<file path="src/sv/assert_macros.svh">
// ----------------------------------------------------------------------------
// Assertion macros used by the console writer RTL
// All checks sample on i_clk and are held off while i_rst_n is low.
// ----------------------------------------------------------------------------
`ifndef ASSERT_MACROS_SVH
`define ASSERT_MACROS_SVH

// Condition that must hold at every clock edge
`define TCW_ASSERT_ALWAYS(label, cond, msg) \
    label: assert property (@(posedge i_clk) disable iff (!i_rst_n) (cond)) \
        else $error(msg);

// Consequence that must hold in the same cycle as its trigger
`define TCW_ASSERT_SAME(label, ante, cons, msg) \
    label: assert property (@(posedge i_clk) disable iff (!i_rst_n) \
        (ante) |-> (cons)) else $error(msg);

// Consequence that must hold in the cycle after its trigger
`define TCW_ASSERT_NEXT(label, ante, cons, msg) \
    label: assert property (@(posedge i_clk) disable iff (!i_rst_n) \
        (ante) |=> (cons)) else $error(msg);

`endif

</file>
<file path="src/sv/tcw_fifo.sv">
// ----------------------------------------------------------------------------
// tcw_fifo
// Small register queue with full/empty flags, used between pipeline parts.
// ----------------------------------------------------------------------------
`timescale 1ns / 1ps
`default_nettype none

module tcw_fifo #(
    parameter int W     = 8,
    parameter int DEPTH = 2
) (
    input  logic         i_clk,
    input  logic         i_rst_n,
    input  logic         i_push,
    input  logic [W-1:0] i_data,
    output logic         o_full,
    input  logic         i_pop,
    output logic [W-1:0] o_data,
    output logic         o_empty
);

    localparam int PW  = $clog2(DEPTH);
    localparam int CNW = $clog2(DEPTH + 1);
    localparam logic [PW-1:0]  LAST_PTR = PW'(DEPTH - 1);
    localparam logic [CNW-1:0] FULL_CNT = CNW'(DEPTH);

    logic [W-1:0]   r_mem [DEPTH];
    logic [PW-1:0]  r_wp;
    logic [PW-1:0]  r_rp;
    logic [CNW-1:0] r_cnt;
    logic           do_push;
    logic           do_pop;

    assign o_full  = (r_cnt == FULL_CNT);
    assign o_empty = (r_cnt == '0);
    assign do_push = i_push && !o_full;
    assign do_pop  = i_pop && !o_empty;
    assign o_data  = r_mem[r_rp];

    // Pointers and fill count
    always_ff @(posedge i_clk) begin
        if (!i_rst_n) begin
            r_wp  <= '0;
            r_rp  <= '0;
            r_cnt <= '0;
        end else begin
            if (do_push) begin
                r_wp <= (r_wp == LAST_PTR) ? '0 : r_wp + 1'b1;
            end
            if (do_pop) begin
                r_rp <= (r_rp == LAST_PTR) ? '0 : r_rp + 1'b1;
            end
            case ({do_push, do_pop})
                2'b10:   r_cnt <= r_cnt + 1'b1;
                2'b01:   r_cnt <= r_cnt - 1'b1;
                default: r_cnt <= r_cnt;
            endcase
        end
    end

    // Entry storage
    always_ff @(posedge i_clk) begin
        if (do_push) begin
            r_mem[r_wp] <= i_data;
        end
    end

endmodule

`default_nettype wire

</file>
<file path="config.mk">
export PLATFORM = sky130hd
export DESIGN_NAME = tcw_fifo
export DESIGN_NICKNAME = d
export VERILOG_FILES = /design/src/sv/assert_macros.svh /design/src/sv/tcw_fifo.sv
export SDC_FILE = /design/constraint.sdc
export NUM_CORES = 1
export LEC_CHECK = 0
export BUFFER_PORTS_ARGS = -buffer_cell sky130_fd_sc_hd__buf_2
export CORE_ASPECT_RATIO = 0.9
export CORE_MARGIN = 1.5
export CORE_UTILIZATION = 52
export DETAILED_ROUTE_END_ITERATION = 6
export PLACE_DENSITY_LB_ADDON = 0.25
export REMOVE_ABC_BUFFERS = 1
export SETUP_SLACK_MARGIN = 0.5
export SLEW_MARGIN = 0
export SYNTH_ARGS = -nofsm -noshare
export SYNTH_HDL_FRONTEND = slang
export SYNTH_SLANG_ARGS = --single-unit
</file>
<file path="constraint.sdc">
create_clock -name i_clk -period 2.3 [get_ports i_clk]
set_clock_uncertainty 0.1 [all_clocks]
set_input_delay 0.23 -clock i_clk [delete_from_list [all_inputs] [get_ports i_clk]]
set_output_delay 0.23 -clock i_clk [all_outputs]
set_load 0.05 [all_outputs]
</file>
==> results of run 1 <==
## metrics by stage
stage               cell area [µm²]  instances  hold WS [ns]  power [W]
finish                         1010         95        0.0273    0.00125
detailed placement              931         86         0.326    0.00109
CTS                             957         90       0.00851    0.00126
global placement                931         86         0.322    0.00109
global route                   1010         95       0.00288    0.00132
floorplan                       807         50         0.229   0.000986
## routing by layer
| metal | share of wire (%) | vias to the layer above | track usage, % |
|---|---|---|---|
| met5 | 0 | - | 0 |
| met4 | 0 | 0 | 9.09 |
| met3 | 4.4 | 0 | 5.41 |
| met2 | 48 | 12 | 22.8 |
| met1 | 47 | 214 | 14.8 |
| li1 | - | 245 | - |
## Yosys cell counts
cell / instances
edfxtp_1: 16
mux2_2: 8
nand2_1: 1
nor2b_1: 2
or3_1: 2
a21boi_1: 2
inv_2: 1
nand2b_2: 1
ha_1: 1
and2_1: 1
inv_1: 2
nor2_1: 1
clkbuf_1: 1
o21a_1: 1
xnor2_1: 3
and3_1: 1
dfxtp_1: 5
o21ai_0: 2
## power breakdown
part           internal [W]  switching [W]  leakage, nW
clock network     0.0000674      0.0000987       0.0150
registers          0.000490      0.0000530        0.191
logic              0.000183       0.000361        0.197
## logic make-up after synthesis
| group | Yosys count |
|---|---|
| buf+inv | 4 |
| xor+xnor | 3 |
| fa+ha+maj | 1 |
| mux | 8 |
| compound gates | 5 |
| simple gates | 9 |
| flops | 21 |
## timing repair
| item | CTS | global route |
|---|---|---|
| hold endpoints to repair | 0 | 9 |
| buffers inserted | 0 | 0 |
| gates resized for setup | 0 | 1 |
| hold buffers | 0 | 5 |
| setup endpoints to repair | 0 | 8 |
## flip-flops by register name, summed over array words and instances (netlist names), named ones only
signal / flops
r_mem: 16
r_wp: 1
r_cnt: 2
r_rp: 1
## worst max-delay path, cell delays in order (launching register included)
cell and delay (ns):
dfxtp_1 0.42, nand2b_2 0.17, inv_2 0.04, or3_1 0.32, inv_1 0.26
## worst paths after layout
kind         startpoint           to  slack, ns  cells after the start
max reg2reg    r_cnt[0]  r_mem[0][4]       0.67                      4
max            r_cnt[0]  r_mem[0][4]       0.67                      4
min reg2reg        r_wp         r_wp       0.40                      2
min           i_data[3]  r_mem[0][3]       0.03                      1
## layout make-up
cell class | count | area [µm²]
fillers | 108 | 439
inverters | 3 | 11.3
multi-input cells | 26 | 215
well taps | 15 | 18.8
flip-flops and latches | 21 | 582
repair buffers | 26 | 155
clock buffers | 4 | 26.3
==> impl_metrics.yaml, run 1 <==
setup_path:
  worst_setup_path_start_kind: "register"
  arrival_ns: 1.50
  path_class: "reg2reg"
  end_kind: "register"
  cp_max_fo: 8
  cp.required_ns: 2.17
synth:
  yosys.cell_types.count: 18
  netlist_area_um2: 811
  yosysTopAreaCell: "edfxtp_1"
  synth.avg_cell_area_um2: 15.9
  synthCells: 51
  yosysWarningCount: 0
  synthXorXnorAreaFrac_pct: 3.24
  synth_mux_area_share_pct: 11.1
  yosys.area_share.adder_pct: 1.54
  synth_top_family_by_area: "multiplexers"
  synth_simple_gate_area_share_pct: 6.64
  synth_compound_area_share_pct: 4.01
  synth_area_leaders: "edfxtp_1, dfxtp_1, mux2_2"
  synth.ff_latch_count: 21
  ys_seq_area_share_pct: 71.6
  synth_top_area_share_pct: 59.3
run_status:
  status: "complete, but fails checks"
  violations: "design-rule violations"
worst_hold_path:
  min_path_type: "in2reg"
timing:
  setup_slack_ns: 0.674
  fmax_ghz: 0.615
  period_share_pct: 70.7
  report.final.slew_viol_count: 0
  rsz0062_at_grt: "false"
  relSlewSlack_pct: 74.1
  final-setup-viol-count: 0
  finalHoldViolCount: 0
  tightest_slew_ns: 0.389
  tns_ns: 0
  min_period_ns: 1.63
drt:
  drt_iter0_drc: 6
  viasPerCell: 4.96
  wire_per_inst_um: 12.5
  totalWireLength_um: 1190
  drc_errors: 1
  dr.pass1.iters: 5
  num_vias: 471
  detail-route-antenna-nets: 0
global_routing:
  grt_pass1_vias: 388
  grt_max_degree: 12
  grt-ovfl-total: 0
  grt_first_pass_wirelength_um: 1590
  grt_antenna_before_repair: 0
  grtUsageTotal_pct: 13.7
clocking:
  cts-buffers-inserted: 3
  insertion_delay_ns: 0.29
  h-tree-depth: 1
  cts_tree: "done"
  clock_tree.root_cell: "clkbuf_4"
  clkTransAtPathRegs_ns: 0.10
  cts_buffer_depth: 2
  cts.sinks: 21
place:
  place_ws_ns: 0.674
  numPortBuffers: 21
  hpwl_um: 859
  gp_congestion: 0.733
floorplanning:
  start_util_pct: 56.0
  rows: 13
  core_um2: 1450
  fp.dieH_um: 40.5
  io-pin-count: 22
  die_w_um: 44.6
  dieArea_um2: 1810
finish:
  nets: 94
  antenna_cells: 0
  fin_util_pct: 69.7
  drive_above_1_share_pct: 43.8
  area_growth_pct: 24.4
  final_common_cell: "buf_2"
  final_cell_mix: "buf_2, edfxtp_1, mux2_2, dlygate4sd3_1, dfxtp_1"
power:
  peakVddDrop_uv: 846
  p_per_area_nw_per_um2: 1240
  p_leak_nw: 0.404
job:
  max-cap-violations: 0
(Power assumes the default switching activity.)
==> run 2, diff against run 1 <==
--- a/config.mk
+++ b/config.mk
@@ -8,7 +8,7 @@
 export BUFFER_PORTS_ARGS = -buffer_cell sky130_fd_sc_hd__buf_2
 export CORE_ASPECT_RATIO = 0.9
 export CORE_MARGIN = 1.5
-export CORE_UTILIZATION = 52
+export CORE_UTILIZATION = 49
 export DETAILED_ROUTE_END_ITERATION = 6
 export PLACE_DENSITY_LB_ADDON = 0.25
 export REMOVE_ABC_BUFFERS = 1
==> constraint.sdc (replaced) <==
create_clock -name i_clk -period 1.6 [get_ports i_clk]
set_clock_uncertainty 0.1 [all_clocks]
set_input_delay 0.16 -clock i_clk [delete_from_list [all_inputs] [get_ports i_clk]]
set_output_delay 0.16 -clock i_clk [all_outputs]
set_load 0.05 [all_outputs]
==> run 2 against run 1 <==
Net effect: the run now ends clean; die area is 5.7% higher; via count rose by 15%; combinational power is 140% higher; hold slack gained 0.016 ns; largest cell class unchanged.
==> impl_metrics.yaml, run 2 (synthesis gave the netlist of run 1 again) <==
floorplanning:
  dieArea_um2: 1910
  die_w_um: 45.9
  start_util_pct: 54.2
  fp.dieH_um: 41.6
  core_um2: 1500
  rows: 13
  io-pin-count: 22
finish:
  largest_reg_flops: 16
  postLayoutCellArea_um2: 1300
  final_common_cell: "edfxtp_1"
  final_cell_mix: "edfxtp_1, buf_6, buf_2, mux2_4, dlygate4sd3_1"
  area_growth_pct: 59.9
  antenna_cells: 0
  top_register: "r_mem"
  drive_above_1_share_pct: 59.3
  nets: 105
  reg.largest.list: "r_mem x16, r_cnt x2"
  layout.cells.non_filler: 113
worst_hold_path:
  min_path_type: "in2reg"
place:
  gp_congestion: 0.724
  place_ws_ns: 0.0158
  placedCellCount: 94
  numPortBuffers: 21
  hpwl_um: 919
  postPlaceCellArea_um2: 947
setup_path:
  cp_max_fo: 8
  end_kind: "output pin"
  path_class: "reg2out"
  slowest_stage: "dfxtp_4"
  worst-path-buf-inv: 1
  crit_family: "flip-flops"
  critPathMaxStageDelay_ns: 0.45
  path_cells: "mux2_4 > buf_6"
  worst_setup_path_start_kind: "register"
  cp.required_ns: 1.34
  arrival_ns: 1.23
timing:
  fmax_ghz: 0.671
  final-setup-viol-count: 0
  relSlewSlack_pct: 83.5
  rsz0062_at_grt: "true"
  setup_slack_ns: 0.110
  hold_ws_ns: 0.0435
  report.final.slew_viol_count: 0
  min_period_ns: 1.49
  tightest_slew_ns: 0.245
  finalHoldViolCount: 0
  period_share_pct: 93.1
drt:
  detail-route-antenna-nets: 0
  totalWireLength_um: 1730
  num_vias: 543
  viasPerCell: 4.81
  drc_errors: 0
  drt_iter0_drc: 10
  dr.pass1.iters: 4
  wire_per_inst_um: 15.3
power:
  peakVddDrop_uv: 1550
  p_per_area_nw_per_um2: 1840
  power_w: 0.00239
  p_leak_nw: 0.520
clocking:
  cts.sinks: 21
  h-tree-depth: 1
  cts_tree: "done"
  cts_buffer_depth: 2
  cts-buffers-inserted: 3
  clock_tree.root_cell: "clkbuf_4"
  clkTransAtPathRegs_ns: 0.11
  insertion_delay_ns: 0.30
global_routing:
  grt_max_degree: 12
  grtUsageTotal_pct: 20.4
  grt_first_pass_wirelength_um: 2590
  grt_pass1_vias: 572
  grt_antenna_before_repair: 0
  grt-ovfl-total: 0
job:
  max-cap-violations: 0
run_status:
  status: "complete, no violations"
## run 2: changes by cell type in the layout (fill, tap and decap cells not counted), sizes merged
cell / delta
buf: +8
dlygate4sd3: +3
## run 2: stage by stage
step,TNS (ns),util [%]
global route,0,86.6
detailed placement,0,63.3
floorplan,-0.115,-
global placement,0,63.3
CTS,0,83.3
finish,0,86.6
## run 2: timing repair
item	4_1_cts	5_1_grt
endpoints found under the hold margin	16	0
gates resized for setup	50	5
pin swaps	8	2
setup buffers	3	4
gates cloned	0	0
endpoints found under the setup margin	29	31
hold buffers	8	0
## run 2: path summary, 6_finish.rpt
| check | depth (start not counted) | endpoint | slack (ns) | from |
|---|---|---|---|---|
| worst max-delay path | 2 | o_data[6] | 0.11 | register |
| worst min register to register | 2 | r_wp | 0.45 | r_wp |
| worst max register to register | 5 | r_cnt[1] | 0.12 | r_cnt[0] |
| worst min-delay path | 2 | r_cnt[1] | 0.04 | i_rst_n |
## run 2: layout make-up
cell class / count / area [µm²]
clock buffer: 4 / 26.3
inverter: 3 / 21.3
tap: 22 / 27.5
sequential: 21 / 592
timing repair buffer: 37 / 323
fill: 78 / 200
multi-input combinational: 26 / 307
## run 2: routing by layer
metal,track usage (%),vias up,part of all wire (%)
met2,36.9,14,61
met4,11.4,0,1.4
met5,0,-,0
met3,5.22,4,2.9
li1,-,266,-
met1,19.4,259,35
## run 2: power by group
group | internal (W) | leakage, nW | switching [W] | total, W
registers | 0.000723 | 0.193 | 0.000101 | 0.000824
logic | 0.000645 | 0.312 | 0.000670 | 0.00131
clock network | 0.0000970 | 0.0150 | 0.000151 | 0.000248
total | 0.00147 | 0.520 | 0.000921 | 0.00239
==> run 3, diff against run 2 <==
--- a/config.mk
+++ b/config.mk
@@ -5,7 +5,7 @@
 export SDC_FILE = /design/constraint.sdc
 export NUM_CORES = 1
 export LEC_CHECK = 0
-export BUFFER_PORTS_ARGS = -buffer_cell sky130_fd_sc_hd__buf_2
+export BUFFER_PORTS_ARGS = -buffer_cell sky130_fd_sc_hd__clkbuf_2
 export CORE_ASPECT_RATIO = 0.9
 export CORE_MARGIN = 1.5
 export CORE_UTILIZATION = 49
@@ -13,7 +13,6 @@
 export PLACE_DENSITY_LB_ADDON = 0.25
 export REMOVE_ABC_BUFFERS = 1
 export SETUP_SLACK_MARGIN = 0.5
-export SLEW_MARGIN = 0
 export SYNTH_ARGS = -nofsm -noshare
 export SYNTH_HDL_FRONTEND = slang
 export SYNTH_SLANG_ARGS = --single-unit
==> run 3 against run 2 <==
Net effect: routed wire length up 14%; cell area rose by 3.5%; core utilization increased by 3.0 points; flip-flop and latch count unchanged; sequential power is 2.4% higher; sequential share of layout area decreased by 1.5 points; critical path depth is the same; combinational power increased by 9%; die area unchanged; hold slack lost 0.015 ns; via count is 2.2% higher; fmax fell by 2.4%; critical path type unchanged; largest power group unchanged.
==> impl_metrics.yaml, run 3 (synthesis gave the netlist of run 1 again) <==
run_status:
  status: "complete, no violations"
drt:
  detail-route-antenna-nets: 0
  wire_per_inst_um: 17.9
  totalWireLength_um: 1980
  drt_iter0_drc: 6
  num_vias: 555
  dr.pass1.iters: 4
  drc_errors: 0
  viasPerCell: 5.00
floorplanning:
  die_w_um: 45.9
  start_util_pct: 54.2
  core_um2: 1500
  dieArea_um2: 1910
  rows: 13
  fp.dieH_um: 41.6
  io-pin-count: 22
setup_path:
  cp.required_ns: 1.34
  worst_setup_path_start_kind: "register"
  path_class: "reg2out"
  r2r_start: "r_cnt[0]"
  slowest_stage: "dfxtp_4"
  rr_worst_depth: 5
  path_cells: "mux2_4 > clkbuf_16"
  crit_family: "flip-flops"
  critPathMaxStageDelay_ns: 0.46
  cp_max_fo: 8
  worst-path-buf-inv: 1
  arrival_ns: 1.27
  rrSetupSlack_ns: 0.08
  end_kind: "output pin"
  rr_endpoint: "r_cnt[1]"
finish:
  area_growth_pct: 65.4
  top_register: "r_mem"
  drive_above_1_share_pct: 58.4
  largest_reg_flops: 16
  nets: 103
  final_common_cell: "edfxtp_1"
  antenna_cells: 0
  reg.largest.list: "r_mem x16, r_cnt x2"
  layout.cells.non_filler: 111
  nFillCells: 60
  final_cell_mix: "edfxtp_1, clkbuf_2, mux2_4, dlygate4sd3_1, buf_8"
timing:
  rsz0062_at_grt: "true"
  relSlewSlack_pct: 87.8
  report.final.slew_viol_count: 0
  tightest_slew_ns: 0.182
  finalHoldViolCount: 0
  min_period_ns: 1.53
  fmax_ghz: 0.655
  hold_ws_ns: 0.0283
  period_share_pct: 95.4
  final-setup-viol-count: 0
clocking:
  cts_tree: "done"
  clkTransAtPathRegs_ns: 0.11
  insertion_delay_ns: 0.30
  cts_buffer_depth: 2
  clock_tree.root_cell: "clkbuf_4"
  cts.sinks: 21
  cts-buffers-inserted: 3
  h-tree-depth: 1
global_routing:
  grt_pass1_vias: 527
  grt_max_degree: 12
  grtUsageTotal_pct: 20.6
  grt_first_pass_wirelength_um: 2730
  grt_antenna_before_repair: 0
  grt-ovfl-total: 0
power:
  switching_share_pct: 38.3
  p_per_area_nw_per_um2: 1890
  power_w: 0.00253
  p_sw_w: 0.000970
  p_leak_nw: 0.537
  clkPwrFrac_pct: 10.0
  seq_power_share_pct: 33.3
  peakVddDrop_uv: 1670
  p_int_w: 0.00156
  p_comb_share_pct: 56.6
worst_hold_path:
  min_path_type: "in2reg"
  min_from: "i_rst_n"
  hold_depth: 2
  hold_end: "r_cnt[0]"
place:
  numPortBuffers: 21
  hpwl_um: 929
  placedCellCount: 94
  gp_congestion: 0.726
job:
  max-cap-violations: 0
run 3: cell count changes in the layout (fill, tap and decap cells not counted), moves of 2 or more:
cell	delta
clkbuf_2	+11
clkbuf_16	+2
buf_8	+7
buf_6	-10
buf_2	-11
run 3: power groups by stage:
stage	Combinational, W	Sequential (W)	Clock, W
after global routing	0.00149	0.000854	0.000286
after floorplan	0.000644	0.000773	0
after CTS	0.00118	0.000816	0.000246
after global placement	0.000792	0.000785	0
final	0.00143	0.000844	0.000254
after detailed placement	0.000804	0.000793	0
run 3: per-stage QoR:
step / worst slack (ns) / TNS (ns) / utilization [%] / area, µm²
6_report: 0.0732 / 0 / 89.6 / 1340
2_1_floorplan: -0.0144 / -0.115 / - / 807
3_5_place_dp: -0.00267 / -0.0196 / 63.3 / 947
4_1_cts: 0.0870 / 0 / 84.4 / 1260
3_3_place_gp: 0.0639 / 0 / 63.3 / 947
5_1_grt: 0.0384 / 0 / 89.6 / 1340
run 3: worst reg2reg max path, delay by kind of cell (launching register included):
family / cells / cell delay [ns]
DFF: 1 / 0.38
adders and majority gates: 1 / 0.15
xor gates and xnor gates: 1 / 0.13
and+or+nand+nor: 1 / 0.32
AOI/OAI and AO/OA: 2 / 0.37
run 3: cell type report:
type	count	area [µm²]	share of cell area (%)
well taps	22	27.5	2.05
clock buffers	4	26.3	1.96
flip-flops and latches	21	592	44.1
inverters	3	21.3	1.59
multi-input cells	26	317	23.6
repair buffers	35	358	26.7
run 3: how the worst max path moves through the flow:
stage,start,end,cells after the start
2_1_floorplan,r_cnt[0],r_mem[0][0],4
3_3_place_gp,r_cnt[1],r_cnt[1],4
3_5_place_dp,r_cnt[0],r_mem[0][2],4
4_1_cts,register,o_data[6],2
5_1_grt,register,o_data[6],2
6_report,register,o_data[6],2
run 3: per-layer routing:
metal,track usage (%),share of wire [%],vias to the layer above,routed length [µm]
met1,25.4,45,275,901
met4,3.43,1.2,0,23
met3,5.22,2.7,4,53
li1,-,-,260,-
met5,0,0,-,0
met2,35.8,51,16,1010
run 3: what timing repair did:
action                                 CTS  global route
hold buffers                             8             0
endpoints found under the hold margin   16             0
pin swaps                                4             3
gates resized for setup                 47            16
gates cloned                             0             0
setup endpoints to repair               29            31
buffers inserted                         2             3
