File: config.mk
export PLATFORM = sky130hd
export DESIGN_NAME = tcw_front
export DESIGN_NICKNAME = d
export VERILOG_FILES = /design/src/sv/assert_macros.svh /design/src/sv/tcw_pkg.sv /design/src/sv/tcw_fifo.sv /design/src/sv/tcw_front.sv
export SDC_FILE = /design/constraint.sdc
export NUM_CORES = 1
export LEC_CHECK = 0
export BUFFER_PORTS_ARGS = -buffer_cell sky130_fd_sc_hd__buf_4
export CORE_ASPECT_RATIO = 0.7
export CORE_MARGIN = 2
export CORE_UTILIZATION = 38
export CTS_CLUSTER_SIZE = 24
export DETAILED_ROUTE_END_ITERATION = 10
export GPL_ROUTABILITY_DRIVEN = 0
export PLACE_DENSITY = 0.57
export SLEW_MARGIN = 25
export SYNTH_ARGS = -nofsm -noshare
export SYNTH_HDL_FRONTEND = slang
export SYNTH_SLANG_ARGS = --single-unit
File: constraint.sdc
create_clock -name i_clk -period 3 [get_ports i_clk]
set_input_delay 0.6 -clock i_clk [delete_from_list [all_inputs] [get_ports i_clk]]
set_output_delay 0.6 -clock i_clk [all_outputs]
set_load 0.01 [all_outputs]
File: src/sv/assert_macros.svh
// ----------------------------------------------------------------------------
// Assertion macros used by the console writer RTL
// All checks sample on i_clk and are held off while i_rst_n is low.
// ----------------------------------------------------------------------------
`ifndef ASSERT_MACROS_SVH
`define ASSERT_MACROS_SVH

// Condition that must hold at every clock edge
`define TCW_ASSERT_ALWAYS(label, cond, msg) \
    label: assert property (@(posedge i_clk) disable iff (!i_rst_n) (cond)) \
        else $error(msg);

// Consequence that must hold in the same cycle as its trigger
`define TCW_ASSERT_SAME(label, ante, cons, msg) \
    label: assert property (@(posedge i_clk) disable iff (!i_rst_n) \
        (ante) |-> (cons)) else $error(msg);

// Consequence that must hold in the cycle after its trigger
`define TCW_ASSERT_NEXT(label, ante, cons, msg) \
    label: assert property (@(posedge i_clk) disable iff (!i_rst_n) \
        (ante) |=> (cons)) else $error(msg);

`endif

File: src/sv/tcw_pkg.sv
// ----------------------------------------------------------------------------
// tcw_pkg
// Types and constants shared by the text console writer modules.
// ----------------------------------------------------------------------------
`timescale 1ns / 1ps
`default_nettype none

package tcw_pkg;

    // Command codes on the input channel
    localparam logic [1:0] CMD_PUT   = 2'd0;
    localparam logic [1:0] CMD_WRITE = 2'd1;
    localparam logic [1:0] CMD_READ  = 2'd2;

    // Character codes with special handling
    localparam logic [7:0] CH_NUL  = 8'h00;
    localparam logic [7:0] CH_TAB  = 8'h09;
    localparam logic [7:0] CH_LF   = 8'h0A;
    localparam logic [7:0] CH_CR   = 8'h0D;
    localparam logic [7:0] CH_STAR = 8'h2A;

    // Attributes
    localparam logic [7:0] PUT_ATTR   = 8'h0F;
    localparam logic [7:0] RESET_ATTR = 8'h07;

    localparam int TAB_STEP = 8;
    localparam int OFFSET_W = 11;
    localparam int Q_DEPTH  = 2;

    // Decoded operation handed from front end to back end
    typedef enum logic [2:0] {
        OP_NOP,
        OP_PUT,
        OP_NEWLINE,
        OP_CR,
        OP_TAB,
        OP_WRITE,
        OP_READ
    } t_op;

    typedef struct packed {
        t_op        op;
        logic [7:0] ch;
        logic [7:0] row;
        logic [7:0] col;
    } t_item;

    typedef struct packed {
        logic [OFFSET_W-1:0] cursor_offset;
        logic [7:0]          read_char;
        logic [7:0]          read_attr;
    } t_result;

endpackage

`default_nettype wire

File: src/sv/tcw_fifo.sv
// ----------------------------------------------------------------------------
// tcw_fifo
// Small register queue with full/empty flags, used between pipeline parts.
// ----------------------------------------------------------------------------
`timescale 1ns / 1ps
`default_nettype none

module tcw_fifo #(
    parameter int W     = 8,
    parameter int DEPTH = 2
) (
    input  logic         i_clk,
    input  logic         i_rst_n,
    input  logic         i_push,
    input  logic [W-1:0] i_data,
    output logic         o_full,
    input  logic         i_pop,
    output logic [W-1:0] o_data,
    output logic         o_empty
);

    localparam int PW  = $clog2(DEPTH);
    localparam int CNW = $clog2(DEPTH + 1);
    localparam logic [PW-1:0]  LAST_PTR = PW'(DEPTH - 1);
    localparam logic [CNW-1:0] FULL_CNT = CNW'(DEPTH);

    logic [W-1:0]   r_mem [DEPTH];
    logic [PW-1:0]  r_wp;
    logic [PW-1:0]  r_rp;
    logic [CNW-1:0] r_cnt;
    logic           do_push;
    logic           do_pop;

    assign o_full  = (r_cnt == FULL_CNT);
    assign o_empty = (r_cnt == '0);
    assign do_push = i_push && !o_full;
    assign do_pop  = i_pop && !o_empty;
    assign o_data  = r_mem[r_rp];

    // Pointers and fill count
    always_ff @(posedge i_clk) begin
        if (!i_rst_n) begin
            r_wp  <= '0;
            r_rp  <= '0;
            r_cnt <= '0;
        end else begin
            if (do_push) begin
                r_wp <= (r_wp == LAST_PTR) ? '0 : r_wp + 1'b1;
            end
            if (do_pop) begin
                r_rp <= (r_rp == LAST_PTR) ? '0 : r_rp + 1'b1;
            end
            case ({do_push, do_pop})
                2'b10:   r_cnt <= r_cnt + 1'b1;
                2'b01:   r_cnt <= r_cnt - 1'b1;
                default: r_cnt <= r_cnt;
            endcase
        end
    end

    // Entry storage
    always_ff @(posedge i_clk) begin
        if (do_push) begin
            r_mem[r_wp] <= i_data;
        end
    end

endmodule

`default_nettype wire

File: src/sv/tcw_front.sv
// ----------------------------------------------------------------------------
// tcw_front
// Accepts input transactions, classifies them into operations and queues them.
// ----------------------------------------------------------------------------
`timescale 1ns / 1ps
`default_nettype none

module tcw_front #(
    parameter int ROWS = 25,
    parameter int COLS = 80
) (
    input  logic          i_clk,
    input  logic          i_rst_n,
    input  logic          i_hold,
    input  logic          i_push,
    output logic          o_full,
    input  logic [1:0]    i_cmd,
    input  logic [7:0]    i_char_code,
    input  logic [7:0]    i_row,
    input  logic [7:0]    i_col,
    input  logic          i_pop,
    output logic          o_empty,
    output tcw_pkg::t_item o_item
);

    import tcw_pkg::*;

    logic       in_range;
    logic [7:0] ch_map;
    t_item      item;
    logic       q_full;

    // Cell range check and NUL substitution
    assign in_range = (i_row < 8'(ROWS)) && (i_col < 8'(COLS));
    assign ch_map   = (i_char_code == CH_NUL) ? CH_STAR : i_char_code;

    // Classify the command
    always_comb begin
        item.ch  = ch_map;
        item.row = i_row;
        item.col = i_col;
        case (i_cmd)
            CMD_PUT: begin
                case (ch_map)
                    CH_LF:   item.op = OP_NEWLINE;
                    CH_CR:   item.op = OP_CR;
                    CH_TAB:  item.op = OP_TAB;
                    default: item.op = OP_PUT;
                endcase
            end
            CMD_WRITE: begin
                item.ch = i_char_code;
                item.op = in_range ? OP_WRITE : OP_NOP;
            end
            CMD_READ: item.op = in_range ? OP_READ : OP_NOP;
            default:  item.op = OP_NOP;
        endcase
    end

    // Hold off intake while the back end clears the screen
    assign o_full = q_full || i_hold;

    tcw_fifo #(
        .W     ($bits(t_item)),
        .DEPTH (Q_DEPTH)
    ) u_queue (
        .i_clk   (i_clk),
        .i_rst_n (i_rst_n),
        .i_push  (i_push && !i_hold),
        .i_data  (item),
        .o_full  (q_full),
        .i_pop   (i_pop),
        .o_data  (o_item),
        .o_empty (o_empty)
    );

endmodule

`default_nettype wire

==> impl_metrics.yaml, run 1 <==
worst_hold_path:
  min_from: "i_col[3]"
  holdPathStages: 1
  hold_path_class: "in -> reg"
  hold_path_end: "u_queue.r_mem[1][3]"
synth:
  synthArstFlopShare: 0
  synth_edf_count: 54
  synth_area_mm2: 0.00238
  seq_area_frac_synth: 0.724
  yosys-top-cells-area: "edfxtp_1, mux2_2, dfxtp_1"
  synth_top_area_share: 0.682
  ys.flop_type: "edfxtp_1"
  netlist_instances: 143
  synth_cell_type_count: 33
  avgSynthCellArea_um2: 16.6
  synthMostInstantiatedCell: "edfxtp_1"
  ys_warn_count: 0
  yosys.area.top_type: "edfxtp_1"
  synthTopCellsByCount: "edfxtp_1, mux2_2, nor2_1"
  yosys_register_bits: 59
  syn-num-nets: 175
die:
  die_y_um: 70.2
  core_area_mm2: 0.00613
  ioPinCount: 60
  rows: 24
  dieArea_mm2: 0.00691
  start_util: 0.388
  die_w_um: 98.5
clock_tree:
  path_clk_slew_ns: 0.06
  clk_latency_ns: 0.33
  cts_setup_buffers: 0
  ctsHoldBuffers: 0
  ctsResizeCount: 0
  clockBufferDepth: 2
  cts_tree: "built"
  cts_num_sinks: 59
  cts-htree-levels: 3
  cts_buffers: 9
  cts_root_buffer: "clkbuf_8"
power_and_ir_drop:
  leakage_nw: 1.14
  power_mw: 2.14
  peakVddDrop_mv: 0.256
  powerDensity_mw_per_mm2: 695
critical_path:
  worst_r2r_startpoint: "u_queue.r_cnt[0]"
  crit_path_max_incr_delay_ns: 0.37
  cp_max_fo: 14
  cp-start-kind: "flop"
  cp_cell_sequence: "buf_4, mux2_2, buf_4"
  cp_common_cell: "buf_4"
  timing.rr.end: "u_queue.r_mem[0][17]"
  crit_type: "reg -> out"
  critPathSlowestCell: "mux2_2"
  ff2ff_setup_slack_ns: 1.08
  path_buf_inv: 2
  cp.arrival_ns: 1.40
  required_ns: 2.40
  reg2regPathDepth: 4
  crit_family: "buffers and inverters"
  end_kind: "output port"
finish:
  drive_above_1_share: 0.498
  fin_nets: 241
  antennaDiodeCount: 0
  final_cell_area_mm2: 0.00308
  fin_util: 0.502
  n_fill_cell: 534
  areaGrowthSynthToFinish_pct: 29.4
sta:
  slew_viol_final: 0
  hold_violations: 0
  slew_headroom: 0.606
  skew_ns: 0.00471
  fin_crit_ns: 2.00
  grt_setup_unrepaired: "no"
  max_freq_mhz: 499
  setup_viol: 0
  tightest_slew_ns: 0.591
  period_share: 0.667
  final.setup.tns_ns: 0
route:
  ant_nets: 0
  num_vias: 1404
  drtPass1Iterations: 4
  drt_iter0_markers: 58
  drcViolationCount: 0
  avgRoutedWirePerCell_um: 15.5
  viasPerCell: 4.82
  drt-total-wl_um: 4510
grt:
  grt_pass1_vias: 1421
  grt_overflow_total: 0
  grt_pass1_wl_um: 7300
  antenna_found_initial: 0
  grt.total_usage: 0.144
  grt_max_degree: 28
outcome:
  status: "finished, final reports clean"
place:
  placed_area_mm2: 0.00293
  dp_hpwl_um: 3200
  port_buffers: 59
run:
  cap_violations: 0
## cell type report
cell class,count,area [µm²],share of cell area
Clock inverter,6,23.8,0.00773
Multi-Input combinational cell,72,609,0.198
Timing Repair Buffer,63,485,0.158
Tap cell,78,97.6,0.0317
Clock buffer,9,124,0.0403
Sequential cell,59,1720,0.560
Inverter,4,15.0,0.00488
## cell usage in the layout, fill, tap and decap left out, drive strengths merged, types with 2 or more instances in the layout
cell | synthesis | layout
nor2 | 8 | 8
nand2b | 5 | 5
or3 | 2 | 2
o21ai | 2 | 2
nor4 | 2 | 2
mux2 | 27 | 27
xor2 | 2 | 2
inv | 4 | 4
clkbuf | 5 | 9
clkinv | 0 | 6
xnor2 | 2 | 2
nand2 | 2 | 2
dfxtp | 5 | 5
buf | 3 | 63
or2 | 2 | 2
a21oi | 3 | 3
edfxtp | 54 | 54
## cell families after synthesis
kind of cell / synth area share
buffers and inverters: 0.0205
adders and majority gates: 0.00526
DFF: 0.724
muxes: 0.128
xor gates and xnor gates: 0.0147
AOI/OAI and AO/OA: 0.0342
and+or+nand+nor: 0.0732
## sequential cells by signal (all words and copies together), names as in the netlist, named ones only
signal,count
u_queue.r_mem,54
u_queue.r_wp,1
u_queue.r_cnt,2
u_queue.r_rp,1
## stage by stage
stage          instances  worst slack [ns]  hold slack, ns
6_report             291             0.998           0.454
5_1_grt              291             0.917           0.430
4_1_cts              291             0.956           0.435
3_5_place_dp         276             0.756           0.503
3_3_place_gp         276             0.786           0.480
2_1_floorplan        143             0.301           0.461
## power by group
group	internal (mW)	switching (mW)
Sequential	0.969	0.0263
Combinational	0.323	0.264
Clock	0.278	0.278
## worst max path at each step
stage,from,endpoint,slack (ns),cells past startpoint
3_3_place_gp,i_push,u_queue.r_mem[0][18],0.79,5
2_1_floorplan,i_push,u_queue.r_mem[1][0],0.30,3
3_5_place_dp,i_push,u_queue.r_mem[0][20],0.76,5
6_report,flop,o_item[21],1.0,3
4_1_cts,flop,o_item[18],0.96,3
5_1_grt,flop,o_item[18],0.92,3
## per-layer routing
metal | global-route usage | vias to the layer above | routed length [µm]
met1 | 0.191 | 672 | 2110
li1 | - | 675 | -
met4 | 0.0594 | 0 | 43
met5 | 0 | - | 0
met2 | 0.206 | 51 | 2040
met3 | 0.0641 | 6 | 316
No activity file was read; power rests on OpenSTA's default activity.
==> run 2, diff against run 1 <==
- clock period: 3 -> 2.1 ns (I/O delays scaled with it)
==> impl_metrics.yaml, run 2 (synthesis results as in run 1) <==
clock_tree:
  cts_buffers: 9
  cts_num_sinks: 59
  cts_tree: "built"
  path_clk_slew_ns: 0.06
  ctsHoldBuffers: 0
  cts-htree-levels: 3
  cts_setup_buffers: 0
  clockBufferDepth: 2
  clk_latency_ns: 0.32
  cts_root_buffer: "clkbuf_8"
  ctsResizeCount: 0
finish:
  antennaDiodeCount: 0
  largest_reg_flops: 54
  final_cell_area_mm2: 0.00312
  drive_above_1_share: 0.512
  layout_commonest_cell: "buf_4"
  mostFrequentLayoutCells: "buf_4, edfxtp_1, mux2_2, clkbuf_8, nor2_1"
  fin_util: 0.509
  fin_nets: 242
  areaGrowthSynthToFinish_pct: 31.2
  largestRegisters: "u_queue.r_mem (54), u_queue.r_cnt (2)"
  instances_no_fill: 293
  regMostFlops: "u_queue.r_mem"
power_and_ir_drop:
  leakage_nw: 1.16
  peakVddDrop_mv: 0.525
  powerDensity_mw_per_mm2: 1020
  power_mw: 3.18
sta:
  skew_ns: 0.00466
  fin_crit_ns: 1.90
  setup_viol: 0
  tightest_slew_ns: 0.366
  slew_headroom: 0.753
  slew_viol_final: 0
  grt_setup_unrepaired: "no"
  max_freq_mhz: 526
  final.setup.tns_ns: 0
  hold_violations: 0
  period_share: 0.906
grt:
  grt_pass1_wl_um: 7090
  grt_overflow_total: 0
  grt_max_degree: 28
  grt.total_usage: 0.138
  antenna_found_initial: 0
  grt_pass1_vias: 1498
die:
  die_y_um: 70.2
  die_w_um: 98.5
  start_util: 0.388
  dieArea_mm2: 0.00691
  core_area_mm2: 0.00613
  rows: 24
  ioPinCount: 60
place:
  placed_area_mm2: 0.00294
  dp_hpwl_um: 3210
  dp.cells: 277
  port_buffers: 59
route:
  avgRoutedWirePerCell_um: 15.1
  drt-total-wl_um: 4430
  num_vias: 1395
  drcViolationCount: 0
  drt_iter0_markers: 48
  drtPass1Iterations: 6
  ant_nets: 0
  viasPerCell: 4.76
outcome:
  status: "finished, final reports clean"
worst_hold_path:
  hold_path_class: "in -> reg"
  holdPathStages: 1
critical_path:
  cp.arrival_ns: 2.16
  cp_max_fo: 5
  reg2regPathDepth: 5
  cp-start-kind: "flop"
  end_kind: "flop"
  required_ns: 2.35
  crit_type: "reg -> reg"
run:
  cap_violations: 0
## run 2: cell count changes in the layout (fill, tap and decap cells not counted), sizes merged
cell and change:
bufinv +1, buf +1, clkinvlp +1, clkinv -1
## run 2: worst paths after layout
kind	start	endpoint	slack (ns)
max reg2reg	u_queue.r_cnt[0]	u_queue.r_cnt[1]	0.20
max	u_queue.r_cnt[0]	u_queue.r_cnt[1]	0.20
min reg2reg	u_queue.r_wp	u_queue.r_wp	0.53
min	i_col[1]	u_queue.r_mem[1][1]	0.28
## run 2: metrics by stage
| stage | worst slack (ns) | hold WS (ns) |
|---|---|---|
| 2_1_floorplan | 0.0228 | 0.461 |
| 3_3_place_gp | 0.207 | 0.476 |
| 3_5_place_dp | 0.127 | 0.525 |
| 4_1_cts | 0.189 | 0.261 |
| 5_1_grt | 0.112 | 0.257 |
| 6_report | 0.198 | 0.282 |
## run 2: where the power goes
group | switching [mW] | leakage (nW) | internal, mW
Sequential | 0.0366 | 0.538 | 1.38
Clock | 0.392 | 0.0915 | 0.530
Combinational | 0.380 | 0.531 | 0.460
## run 2: worst max-delay path, stage by stage, from the launching register on
cell and delay, ns:
dfxtp_1 0.43, nor2b_1 0.11, or3_2 0.46, ha_1 0.33, or3_1 0.37, a21oi_1 0.15
## run 2: layout make-up
type,instances,area [µm²]
multi-input cells,72,609
inverters,4,15.0
flip-flops and latches,59,1720
clock buffers,9,124
well taps,78,97.6
clock inverters,7,58.8
fillers,557,3010
repair buffers,64,493
## run 2: routing by layer
| layer | global-route usage | vias to the layer above | part of all wire |
|---|---|---|---|
| li1 | - | 679 | - |
| met1 | 0.157 | 658 | 0.41 |
| met2 | 0.221 | 48 | 0.49 |
| met3 | 0.0701 | 10 | 0.083 |
| met4 | 0.0594 | 0 | 0.019 |
| met5 | 0 | - | 0 |
==> run 3, diff against run 2 <==
- CTS_CLUSTER_SIZE: 24 -> default
- clock period: 2.1 -> 2.46 ns (I/O delays scaled with it)
==> impl_metrics.yaml, run 3 (synthesis results as in run 1) <==
sta:
  setup_viol: 0
  hold_violations: 0
  fin_crit_ns: 2.02
  final.setup.tns_ns: 0
  tightest_slew_ns: 0.376
  grt_setup_unrepaired: "no"
  period_share: 0.822
  max_freq_mhz: 495
  skew_ns: 0.00658
  slew_viol_final: 0
  slew_headroom: 0.746
die:
  start_util: 0.388
  rows: 24
  die_w_um: 98.5
  ioPinCount: 60
  core_area_mm2: 0.00613
  dieArea_mm2: 0.00691
  die_y_um: 70.2
finish:
  antennaDiodeCount: 0
  areaGrowthSynthToFinish_pct: 32.4
  instances_no_fill: 292
  drive_above_1_share: 0.509
  layout_commonest_cell: "buf_4"
  n_fill_cell: 536
  regArea_mm2: 0.00172
  largestRegisters: "u_queue.r_mem (54), u_queue.r_cnt (2)"
  mostFrequentLayoutCells: "buf_4, edfxtp_1, mux2_2, clkbuf_8, nor2_1"
  fin_nets: 241
  regMostFlops: "u_queue.r_mem"
  multi_input_area_um2: 609
  largest_reg_flops: 54
route:
  drt_iter0_markers: 60
  avgRoutedWirePerCell_um: 15.4
  viasPerCell: 4.82
  ant_nets: 0
  num_vias: 1407
  drcViolationCount: 0
  drtPass1Iterations: 4
  drt-total-wl_um: 4490
run:
  cap_violations: 0
power_and_ir_drop:
  pwr-share-seq: 0.415
  powerDensity_mw_per_mm2: 928
  clock_power_share: 0.343
  leakage_nw: 1.18
  netSwitchingPower_uw: 696
  combPwrFrac: 0.242
  swShare: 0.238
  peakVddDrop_mv: 0.476
  intPower_mw: 2.23
grt:
  grt_max_degree: 28
  grt_pass1_wl_um: 7410
  antenna_found_initial: 0
  grt_overflow_total: 0
  grt.total_usage: 0.144
  grt_pass1_vias: 1511
clock_tree:
  cts_num_sinks: 59
  path_clk_slew_ns: 0.06
  clockBufferDepth: 2
  ctsHoldBuffers: 0
  cts_root_buffer: "clkbuf_8"
  cts-htree-levels: 3
  ctsResizeCount: 0
  cts_buffers: 9
  clk_latency_ns: 0.32
  cts_tree: "built"
  cts_setup_buffers: 0
critical_path:
  required_ns: 1.97
  cp-start-kind: "flop"
  path_buf_inv: 2
  cp.arrival_ns: 1.53
  crit_path_max_incr_delay_ns: 0.40
  crit_type: "reg -> out"
  cp_cell_sequence: "buf_4, mux2_2, buf_4"
  crit_family: "buffers and inverters"
  critPathSlowestCell: "mux2_2"
  end_kind: "output port"
  cp_common_cell: "buf_4"
  cp_max_fo: 27
outcome:
  status: "finished, final reports clean"
place:
  dp_hpwl_um: 3130
  port_buffers: 59
  dp.cells: 276
worst_hold_path:
  hold_path_class: "in -> reg"
-- run 3: cell count changes in the layout (fill, tap and decap cells not counted) --
| cell | before | now |
|---|---|---|
| buf_12 | 1 | 0 |
| clkinv_2 | 2 | 1 |
| bufinv_16 | 1 | 3 |
| clkinvlp_4 | 1 | 0 |
-- run 3: final cells by class --
type	count	area share
clock inverters	7	0.0338
flip-flops and latches	59	0.547
well taps	78	0.0310
repair buffers	63	0.150
multi-input cells	72	0.194
inverters	4	0.00477
clock buffers	9	0.0394
-- run 3: worst paths after layout --
check | start | end | slack, ns | cells past startpoint
max | flop | o_item[5] | 0.44 | 3
min | i_col[2] | u_queue.r_mem[0][2] | 0.35 | 1
max reg2reg | u_queue.r_cnt[0] | u_queue.r_cnt[1] | 0.54 | 5
min reg2reg | u_queue.r_rp | flop | 0.51 | 2
-- run 3: power groups by stage --
stage          combinational [mW]  clock [mW]  sequential [mW]
2_1_floorplan               0.406           0             1.23
3_3_place_gp                0.702           0             1.23
3_5_place_dp                0.718           0             1.23
4_1_cts                     0.722        1.03             1.21
5_1_grt                     0.778        1.08             1.22
6_report                    0.708        1.00             1.21
-- run 3: metal layers --
layer,global-route usage,vias to the layer above,share of wire
li1,-,676,-
met1,0.180,671,0.45
met2,0.220,54,0.46
met3,0.0761,6,0.075
met4,0.0411,0,0.0093
met5,0,-,0
-- run 3: per-stage QoR --
step | power, mW | instance area (µm²) | hold WS, ns | util | setup slack (ns)
after global routing | 3.08 | 3150 | 0.317 | 0.514 | 0.334
after detailed placement | 1.95 | 2920 | 0.498 | 0.476 | 0.392
final | 2.92 | 3150 | 0.350 | 0.514 | 0.438
after global placement | 1.93 | 2920 | 0.480 | 0.476 | 0.497
after floorplan | 1.63 | 2380 | 0.461 | - | 0.311
after CTS | 2.97 | 3150 | 0.326 | 0.514 | 0.397
